`src/rtl/core/nrcc_pkg.sv`:
```
// Package: shared types, codes and constants of the nearest reference color classifier.
`timescale 1ns / 1ps

package nrcc_pkg;

  // Command codes of an input transfer
  typedef enum logic {
    CmdStore    = 1'b0,
    CmdClassify = 1'b1
  } cmd_e;

  // Color tags with a special role
  localparam logic [3:0] TagBlack = 4'd9;
  localparam logic [3:0] TagWhite = 4'd10;
  localparam logic [3:0] TagGray  = 4'd11;

  // Squared distance needs 34 bits (3 * 65535^2)
  localparam int unsigned DistW = 34;
  localparam logic [DistW-1:0] DistLimit = 34'd1000000000;

  // Brightness weights, sum scaled by 1024
  localparam logic [9:0] LumaCoefR = 10'd218;
  localparam logic [9:0] LumaCoefG = 10'd732;
  localparam logic [9:0] LumaCoefB = 10'd74;
  localparam int unsigned LumaW = 26;

  // Drive modes
  localparam logic [2:0] ModeNone     = 3'd0;
  localparam logic [2:0] ModeForward  = 3'd1;
  localparam logic [2:0] ModeBackward = 3'd2;
  localparam logic [2:0] ModeLeft     = 3'd3;
  localparam logic [2:0] ModeRight    = 3'd4;
  localparam logic [2:0] ModeOnce     = 3'd5;
  localparam logic [2:0] ModeTwice    = 3'd6;
  localparam logic [2:0] ModeThrice   = 3'd7;

  // Color tag to drive mode
  function automatic logic [2:0] mode_of_tag(input logic [3:0] tag);
    logic [2:0] mode;
    case (tag)
      4'd0:    mode = ModeBackward;  // red
      4'd2:    mode = ModeRight;     // yellow
      4'd3:    mode = ModeForward;   // green
      4'd4:    mode = ModeLeft;      // blue
      4'd5:    mode = ModeOnce;      // purple
      4'd7:    mode = ModeThrice;    // sky blue
      4'd8:    mode = ModeTwice;     // pink
      default: mode = ModeNone;
    endcase
    return mode;
  endfunction

  // Controller to datapath commands
  typedef struct packed {
    logic capture;      // latch the input transfer, reset the search
    logic write_entry;  // store the latched sample into its table
    logic issue;        // feed the entry at the scan index into the pipeline
    logic load_result;  // load the result registers
  } ctrl_cmd_t;

endpackage

```
`src/rtl/core/nrcc_ctrl.sv`:
```
// Controller: sequences store and classify transfers and raises the result strobe.
`timescale 1ns / 1ps

module nrcc_ctrl
  import nrcc_pkg::*;
#(
  parameter int unsigned NUM_COLORS = 12,
  parameter int unsigned IdxW       = 4
) (
  input  logic            clk_i,
  input  logic            rst_ni,
  input  logic            start_i,
  input  logic            cmd_i,
  output logic            busy_o,
  output logic            done_o,
  output ctrl_cmd_t       ctrl_o,
  output logic [IdxW-1:0] scan_idx_o
);

  // Final drain count: the last issued entry then reaches the minimum stage
  localparam logic [1:0] DrainLast = 2'd2;
  localparam logic [IdxW-1:0] ScanLast = IdxW'(NUM_COLORS - 1);

  typedef enum logic [4:0] {
    StIdle   = 5'b00001,
    StStore  = 5'b00010,
    StScan   = 5'b00100,
    StDrain  = 5'b01000,
    StFinish = 5'b10000
  } state_e;

  state_e          state_q, state_d;
  logic [IdxW-1:0] scan_q, scan_d;
  logic [1:0]      drain_q, drain_d;
  logic            done_q;

  // Next state and commands
  always_comb begin
    state_d = state_q;
    scan_d  = scan_q;
    drain_d = drain_q;
    ctrl_o  = '0;
    case (state_q)
      StIdle: begin
        if (start_i) begin
          ctrl_o.capture = 1'b1;
          scan_d  = '0;
          drain_d = '0;
          state_d = (cmd_i == CmdStore) ? StStore : StScan;
        end
      end
      StStore: begin
        ctrl_o.write_entry = 1'b1;
        state_d = StFinish;
      end
      StScan: begin
        ctrl_o.issue = 1'b1;
        if (scan_q == ScanLast) begin
          state_d = StDrain;
        end else begin
          scan_d = scan_q + 1'b1;
        end
      end
      StDrain: begin
        if (drain_q == DrainLast) begin
          state_d = StFinish;
        end else begin
          drain_d = drain_q + 1'b1;
        end
      end
      StFinish: begin
        ctrl_o.load_result = 1'b1;
        state_d = StIdle;
      end
      default: begin
        state_d = StIdle;
      end
    endcase
  end

  // State registers
  always_ff @(posedge clk_i or negedge rst_ni) begin
    if (!rst_ni) begin
      state_q <= StIdle;
      scan_q  <= '0;
      drain_q <= '0;
      done_q  <= 1'b0;
    end else begin
      state_q <= state_d;
      scan_q  <= scan_d;
      drain_q <= drain_d;
      done_q  <= ctrl_o.load_result;
    end
  end

  assign busy_o     = (state_q != StIdle);
  assign done_o     = done_q;
  assign scan_idx_o = scan_q;

endmodule

```
`src/rtl/core/nrcc_datapath.sv`:
```
// Datapath: reference tables, distance pipeline, minimum tracking and result registers.
`timescale 1ns / 1ps

module nrcc_datapath
  import nrcc_pkg::*;
#(
  parameter int unsigned NUM_COLORS = 12,
  parameter int unsigned IdxW       = 4
) (
  input  logic            clk_i,
  input  logic            rst_ni,
  input  ctrl_cmd_t       ctrl_i,
  input  logic [IdxW-1:0] scan_idx_i,
  input  logic            cmd_i,
  input  logic            side_i,
  input  logic [3:0]      color_index_i,
  input  logic [15:0]     red_i,
  input  logic [15:0]     green_i,
  input  logic [15:0]     blue_i,
  output logic [3:0]      color_o,
  output logic [2:0]      drive_mode_o,
  output logic [15:0]     black_difference_o,
  output logic [15:0]     white_difference_o,
  output logic            brighter_side_o,
  output logic [15:0]     mean_difference_o
);

  localparam logic [4:0] NumColorsW = 5'(NUM_COLORS);

  function automatic logic [15:0] abs_diff(input logic [15:0] a, input logic [15:0] b);
    return (a > b) ? (a - b) : (b - a);
  endfunction

  // Latched transfer
  logic        cmd_q, side_q;
  logic [3:0]  idx_q;
  logic [15:0] red_q, green_q, blue_q;

  always_ff @(posedge clk_i) begin
    if (ctrl_i.capture) begin
      cmd_q   <= cmd_i;
      side_q  <= side_i;
      idx_q   <= color_index_i;
      red_q   <= red_i;
      green_q <= green_i;
      blue_q  <= blue_i;
    end
  end

  // Reference tables; an entry that is not valid reads as RGB 0, tag 0
  logic [15:0] tab_r_q [2][NUM_COLORS];
  logic [15:0] tab_g_q [2][NUM_COLORS];
  logic [15:0] tab_b_q [2][NUM_COLORS];
  logic [NUM_COLORS-1:0] valid_q [2];

  logic            idx_in_range;
  logic [IdxW-1:0] wr_idx;
  logic [LumaW-1:0] luma;

  assign idx_in_range = ({1'b0, idx_q} < NumColorsW);
  assign wr_idx       = idx_q[IdxW-1:0];
  assign luma = LumaW'(LumaCoefR) * LumaW'(red_q) + LumaW'(LumaCoefG) * LumaW'(green_q)
              + LumaW'(LumaCoefB) * LumaW'(blue_q);

  always_ff @(posedge clk_i) begin
    if (ctrl_i.write_entry && idx_in_range) begin
      tab_r_q[side_q][wr_idx] <= red_q;
      tab_g_q[side_q][wr_idx] <= green_q;
      tab_b_q[side_q][wr_idx] <= blue_q;
    end
  end

  // Valid bits and black/white brightness per side
  logic [15:0] black_q [2];
  logic [15:0] white_q [2];

  always_ff @(posedge clk_i or negedge rst_ni) begin
    if (!rst_ni) begin
      valid_q[0] <= '0;
      valid_q[1] <= '0;
      black_q[0] <= '0;
      black_q[1] <= '0;
      white_q[0] <= '0;
      white_q[1] <= '0;
    end else if (ctrl_i.write_entry && idx_in_range) begin
      valid_q[side_q][wr_idx] <= 1'b1;
      if (idx_q == TagBlack) begin
        black_q[side_q] <= luma[LumaW-1:10];
      end
      if (idx_q == TagWhite) begin
        white_q[side_q] <= luma[LumaW-1:10];
      end
    end
  end

  // Stage 1: read entry, channel differences
  logic        ent_valid;
  logic [15:0] ent_r, ent_g, ent_b;
  logic        v1_q, v2_q, v3_q;
  logic [15:0] dr_q, dg_q, db_q;
  logic [3:0]  tag1_q, tag2_q, tag3_q;

  assign ent_valid = valid_q[side_q][scan_idx_i];
  assign ent_r     = ent_valid ? tab_r_q[side_q][scan_idx_i] : '0;
  assign ent_g     = ent_valid ? tab_g_q[side_q][scan_idx_i] : '0;
  assign ent_b     = ent_valid ? tab_b_q[side_q][scan_idx_i] : '0;

  // Stage 2: squares; stage 3: sum
  logic [31:0]      sq_r_q, sq_g_q, sq_b_q;
  logic [DistW-1:0] dist_q;

  always_ff @(posedge clk_i or negedge rst_ni) begin
    if (!rst_ni) begin
      v1_q <= 1'b0;
      v2_q <= 1'b0;
      v3_q <= 1'b0;
    end else begin
      v1_q <= ctrl_i.issue;
      v2_q <= v1_q;
      v3_q <= v2_q;
    end
  end

  always_ff @(posedge clk_i) begin
    dr_q   <= abs_diff(red_q, ent_r);
    dg_q   <= abs_diff(green_q, ent_g);
    db_q   <= abs_diff(blue_q, ent_b);
    tag1_q <= ent_valid ? 4'(scan_idx_i) : 4'd0;
    sq_r_q <= 32'(dr_q) * 32'(dr_q);
    sq_g_q <= 32'(dg_q) * 32'(dg_q);
    sq_b_q <= 32'(db_q) * 32'(db_q);
    tag2_q <= tag1_q;
    dist_q <= DistW'(sq_r_q) + DistW'(sq_g_q) + DistW'(sq_b_q);
    tag3_q <= tag2_q;
  end

  // Stage 4: running minimum, first minimum kept
  logic [DistW-1:0] best_q;
  logic [3:0]       best_tag_q;

  always_ff @(posedge clk_i) begin
    if (ctrl_i.capture) begin
      best_q     <= DistLimit;
      best_tag_q <= TagGray;
    end else if (v3_q && (dist_q < best_q)) begin
      best_q     <= dist_q;
      best_tag_q <= tag3_q;
    end
  end

  // Result registers
  logic [15:0] dblack, dwhite;
  logic [16:0] dsum;

  assign dblack = abs_diff(black_q[0], black_q[1]);
  assign dwhite = abs_diff(white_q[0], white_q[1]);
  assign dsum   = {1'b0, dblack} + {1'b0, dwhite};

  always_ff @(posedge clk_i) begin
    if (ctrl_i.load_result) begin
      color_o            <= (cmd_q == CmdClassify) ? best_tag_q : 4'd0;
      drive_mode_o       <= (cmd_q == CmdClassify) ? mode_of_tag(best_tag_q) : ModeNone;
      black_difference_o <= dblack;
      white_difference_o <= dwhite;
      brighter_side_o    <= (black_q[0] > black_q[1]) ? 1'b0 : 1'b1;
      mean_difference_o  <= dsum[16:1];
    end
  end

endmodule

```
`src/rtl/core/nearest_reference_color_classifier_unit.sv`:
```
// Top level: nearest reference color classifier, controller plus datapath.
`timescale 1ns / 1ps

// A transfer is taken when start is high and busy is low. A store goes
// through the store and finish states; a classify goes through the scan,
// drain and finish states: the stored references of one side are walked one per
// cycle through a four-stage squared-distance pipeline. Each transfer gives
// exactly one result, shown for one cycle with done_o high; the receiver
// cannot stall it. busy falls in the cycle the result appears, so a new
// transfer may be taken while the result is on the ports.
module nearest_reference_color_classifier_unit
  import nrcc_pkg::*;
#(
  parameter int unsigned NUM_COLORS = 12
) (
  input  logic        clk_i,
  input  logic        rst_ni,
  input  logic        start,
  output logic        busy,
  input  logic        cmd_i,
  input  logic        side_i,
  input  logic [3:0]  color_index_i,
  input  logic [15:0] red_i,
  input  logic [15:0] green_i,
  input  logic [15:0] blue_i,
  output logic        done_o,
  output logic [3:0]  color_o,
  output logic [2:0]  drive_mode_o,
  output logic [15:0] black_difference_o,
  output logic [15:0] white_difference_o,
  output logic        brighter_side_o,
  output logic [15:0] mean_difference_o
);

  localparam int unsigned IdxW = $clog2(NUM_COLORS);

  ctrl_cmd_t       ctrl;
  logic [IdxW-1:0] scan_idx;

  nrcc_ctrl #(
    .NUM_COLORS(NUM_COLORS),
    .IdxW      (IdxW)
  ) u_ctrl (
    .clk_i     (clk_i),
    .rst_ni    (rst_ni),
    .start_i   (start),
    .cmd_i     (cmd_i),
    .busy_o    (busy),
    .done_o    (done_o),
    .ctrl_o    (ctrl),
    .scan_idx_o(scan_idx)
  );

  nrcc_datapath #(
    .NUM_COLORS(NUM_COLORS),
    .IdxW      (IdxW)
  ) u_datapath (
    .clk_i             (clk_i),
    .rst_ni            (rst_ni),
    .ctrl_i            (ctrl),
    .scan_idx_i        (scan_idx),
    .cmd_i             (cmd_i),
    .side_i            (side_i),
    .color_index_i     (color_index_i),
    .red_i             (red_i),
    .green_i           (green_i),
    .blue_i            (blue_i),
    .color_o           (color_o),
    .drive_mode_o      (drive_mode_o),
    .black_difference_o(black_difference_o),
    .white_difference_o(white_difference_o),
    .brighter_side_o   (brighter_side_o),
    .mean_difference_o (mean_difference_o)
  );

endmodule

```
`config.mk`:
```
export PLATFORM = sky130hd
export DESIGN_NAME = nearest_reference_color_classifier_unit
export DESIGN_NICKNAME = d
export VERILOG_FILES = /design/src/rtl/core/nrcc_pkg.sv /design/src/rtl/core/nrcc_ctrl.sv /design/src/rtl/core/nrcc_datapath.sv /design/src/rtl/core/nearest_reference_color_classifier_unit.sv
export SDC_FILE = /design/constraint.sdc
export NUM_CORES = 2
export LEC_CHECK = 0
export BUFFER_PORTS_ARGS = -buffer_cell sky130_fd_sc_hd__buf_4
export CAP_MARGIN = 30
export CORE_MARGIN = 5
export CORE_UTILIZATION = 58
export CTS_CLUSTER_SIZE = 10
export DETAILED_ROUTE_END_ITERATION = 12
export GPL_ROUTABILITY_DRIVEN = 0
export PLACE_DENSITY_LB_ADDON = 0.1
export SYNTH_ARGS = -nofsm -noshare
export SYNTH_HDL_FRONTEND = slang
export SYNTH_SLANG_ARGS = --single-unit
```
`constraint.sdc`:
```
create_clock -name clk_i -period 7.5 [get_ports clk_i]
set_clock_uncertainty 0.2 [all_clocks]
set_input_delay 0.75 -clock clk_i [delete_from_list [all_inputs] [get_ports clk_i]]
set_output_delay 0.75 -clock clk_i [all_outputs]
set_load 0.02 [all_outputs]
```
==> impl_metrics.toml <==
[yosys]
synth_compound_area_share_pct = 7.03
synth-simple-area-share_pct = 6.17
synth-edff-count = 1262
synth_top_family_by_area = "adder cells"
synthAdderAreaFrac_pct = 22.5
synth_cell_type_count = 93
synth_xor_area_share_pct = 2.83
synthMuxAreaShare_pct = 9.24
syn_nets = 8967
netlist_area_mm2 = 0.0971
ys_seq_area_share_pct = 46.4
synthFlopType = "edfxtp_1"
ys_seq_elements = 1591
syn_area_per_cell_um2 = 12.9
syn_inst = 7537
ys_warn_count = 0
ys_async_sr_fraction_pct = 6.47

[floorplanning]
start_util_pct = 58.2
rows = 150
ios = 115
die_w_um = 419
core-area_mm2 = 0.167
die_y_um = 419
fp.dieArea_mm2 = 0.176

[sta]
slew_viol_final = 0
min_period_over_period_pct = 95.3
relSlewSlack_pct = 34.5
hold_viol = 0
setup_viol = 0
rsz0062_at_grt = "false"
hold_ws_ns = 0.108
fin_tns_setup_ns = 0
finalCriticalPeriod_ns = 7.15
tightest_slew_ns = 0.980
fmax_mhz = 140

[run]
max-cap-violations = 0

[place]
dp_hpwl_um = 171000
port_buffers = 114
place_area_mm2 = 0.102

[critical_path]
slowest_delay_ns = 0.85
path_buf_inv = 3
critical-path-top-delay-family = "adder cells"
arrival_ns = 7.67
cp.required_ns = 8.02
cp-start-kind = "register"
path_cells = "nand2_1, fa_1, inv_1, fa_1, fa_1, fa_1, inv_1, fa_1, fa_1, inv_1, ha_1, o21ai_0, nor2_1, o41a_1, a2111oi_0, o21bai_1, o311a_1, and3b_1, o41ai_1, a21oi_1, xnor2_1"
cp-end-kind = "register"
startpoint = "u_datapath.db_q[6]"
crit_type = "register to register"
cpMaxStageDelayCell = "dfxtp_1"
cpMostUsedCell = "fa_1"
critical_path.max_fanout = 16
regToRegStartpoint = "u_datapath.db_q[6]"

[global_routing]
grtUsageTotal_pct = 28.3
grt_pass1_wl_um = 374000
antenna_found_initial = 3
first_global_vias = 61800
grt_max_degree = 91
grt-ovfl-total = 0

[cells_and_area]
regArea_mm2 = 0.0450
layout-drive-gt1-share_pct = 12.7
fin_util_pct = 64.5
nNetsFinal = 9298
areaGrowthSynthToFinish_pct = 10.9
finalInstanceArea_mm2 = 0.108
fill_cells = 12500
multiInputGateArea_mm2 = 0.0466

[cts]
root_buffer = "clkbuf_16"
post_cts_buffers = 0
clkSlewWorstSetupHoldPaths_ns = 0.05
cts.path.max_buffers = 3
clk-insertion-delay-late_ns = 0.85
cts.sinks = 1591
cts_tree = "yes"
cts.htree.levels = 4
cts_made_buffers = 183

[routing]
vias = 60000
viasPerCell = 5.92
drt_drc_violations_left = 0
wl_met2_um = 119000
dr_wl_met3_um = 16600
drt_iter0_drc = 5261
routed_wl_um = 244000
dr.max_layer_used = "met4"
wl_met1_um = 101000
first_pass_iters = 6
antenna_left = 0
avgRoutedWirePerCell_um = 24.0

[min_path]
hold_path.startpoint = "u_datapath.tag2_q[0]"
hp-class = "register to register"

[status]
status = "finished, final reports clean"
-- final timing paths --
kind,slack [ns],cells past startpoint,endpoint
setup reg to reg,0.35,21,u_datapath.sq_b_q[30]
min in group asynchronous,0.36,2,u_datapath.valid_q[18]
setup / recovery,0.35,21,u_datapath.sq_b_q[30]
hold / removal,0.11,0,u_datapath.tag3_q[0]
max in group asynchronous,5.52,3,u_ctrl.scan_idx_o[1]
hold reg to reg,0.11,0,u_datapath.tag3_q[0]
-- synthesized netlist by cell type, drive strengths merged (8+ instances only) --
cell type | instances | share of area [%]
a31o | 8 | 0.072
xor2 | 102 | 0.92
o211ai | 25 | 0.19
ha | 754 | 9.7
nand2 | 417 | 1.6
inv | 1278 | 4.9
o31ai | 37 | 0.29
a31oi | 30 | 0.21
dfrtp | 102 | 2.6
a21oi | 294 | 1.5
o21ai | 214 | 1.1
nor2b | 44 | 0.28
o22ai | 55 | 0.36
o21bai | 41 | 0.32
clkbuf | 158 | 0.61
nand3 | 78 | 0.40
mux4 | 343 | 8.0
edfxtp | 1262 | 39
a21o | 187 | 1.4
a221oi | 10 | 0.11
mux2i | 93 | 0.96
nand2b | 56 | 0.36
and2 | 175 | 1.1
a21boi | 9 | 0.081
o21a | 40 | 0.31
or2 | 40 | 0.26
fa | 619 | 13
or3 | 24 | 0.16
a211oi | 34 | 0.27
nor2 | 236 | 0.91
mux2 | 28 | 0.32
dfxtp | 226 | 4.7
buf | 66 | 0.32
and3 | 33 | 0.21
nand4 | 34 | 0.22
xnor2 | 211 | 1.9
nor3 | 54 | 0.28
nor4 | 10 | 0.064
-- sequential cells by signal, indices dropped and copies added, names as in the netlist, 31 cells and up, named ones only --
name,cells
u_datapath.dist_q,34
u_datapath.tab_b_q,384
u_datapath.sq_g_q,31
u_datapath.best_q,34
u_datapath.white_q,32
u_datapath.sq_r_q,31
u_datapath.tab_g_q,384
u_datapath.tab_r_q,384
u_datapath.sq_b_q,31
u_datapath.black_q,32
-- cell families (layout without fill, tap and decap cells) --
| kind of cell | Yosys count | count (layout) |
|---|---|---|
| compound gates | 1061 | 1061 |
| xor+xnor | 313 | 313 |
| fa+ha+maj | 1373 | 1373 |
| buf+inv | 1502 | 1893 |
| flops | 1591 | 1591 |
| mux | 464 | 464 |
| other cells | 0 | 5 |
| simple gates | 1233 | 1233 |
-- final cells by class --
class | instances | area share, %
Multi-Input combinational cell | 4444 | 43.3
Inverter | 1278 | 4.46
Clock inverter | 24 | 0.420
Clock buffer | 221 | 4.47
Timing Repair Buffer | 370 | 2.95
Sequential cell | 1591 | 41.8
Tap cell | 2204 | 2.56
Antenna cell | 5 | 0.0116
-- metrics by stage --
step / cells / setup WS, ns
global route: 10100 / 0.00191
finish: 10100 / 0.351
detailed placement: 9831 / 0.234
CTS: 10100 / 0.194
global placement: 9827 / 0.369
floorplan: 7537 / 0.499
-- per-layer routing --
layer  up-vias  track usage [%]
li1      26900                -
met1     30700             39.0
met2      2075             47.6
met3       337             4.30
met4         0             7.57
met5         -                0
-- layout by cell type, fill, tap and decap left out, drive strengths merged, types with 34 or more instances in the layout --
| master | netlist | layout |
|---|---|---|
| inv | 1278 | 1280 |
| edfxtp | 1262 | 1262 |
| ha | 754 | 754 |
| fa | 619 | 619 |
| nand2 | 417 | 417 |
| mux4 | 343 | 343 |
| buf | 66 | 314 |
| a21oi | 294 | 294 |
| nor2 | 236 | 236 |
| dfxtp | 226 | 226 |
| clkbuf | 158 | 221 |
| o21ai | 214 | 214 |
| xnor2 | 211 | 211 |
| a21o | 187 | 187 |
| and2 | 175 | 175 |
| xor2 | 102 | 102 |
| dfrtp | 102 | 102 |
| mux2i | 93 | 93 |
| nand3 | 78 | 78 |
| dlygate4sd3 | 0 | 56 |
| nand2b | 56 | 56 |
| o22ai | 55 | 55 |
| nor3 | 54 | 54 |
| nor2b | 44 | 44 |
| o21bai | 41 | 41 |
| o21a | 40 | 40 |
| or2 | 40 | 40 |
| o31ai | 37 | 37 |
| nand4 | 34 | 34 |
| a211oi | 34 | 34 |
-- repair_timing --
| action | in CTS | in global routing |
|---|---|---|
| hold buffers | 56 | 0 |
| resized for setup | 0 | 10 |
| endpoints found under the setup margin | 0 | 16 |
| hold endpoints to repair | 111 | 0 |
Power is not shown: default switching activity piles up to over one toggle a cycle in this logic, so the estimate is an artifact.
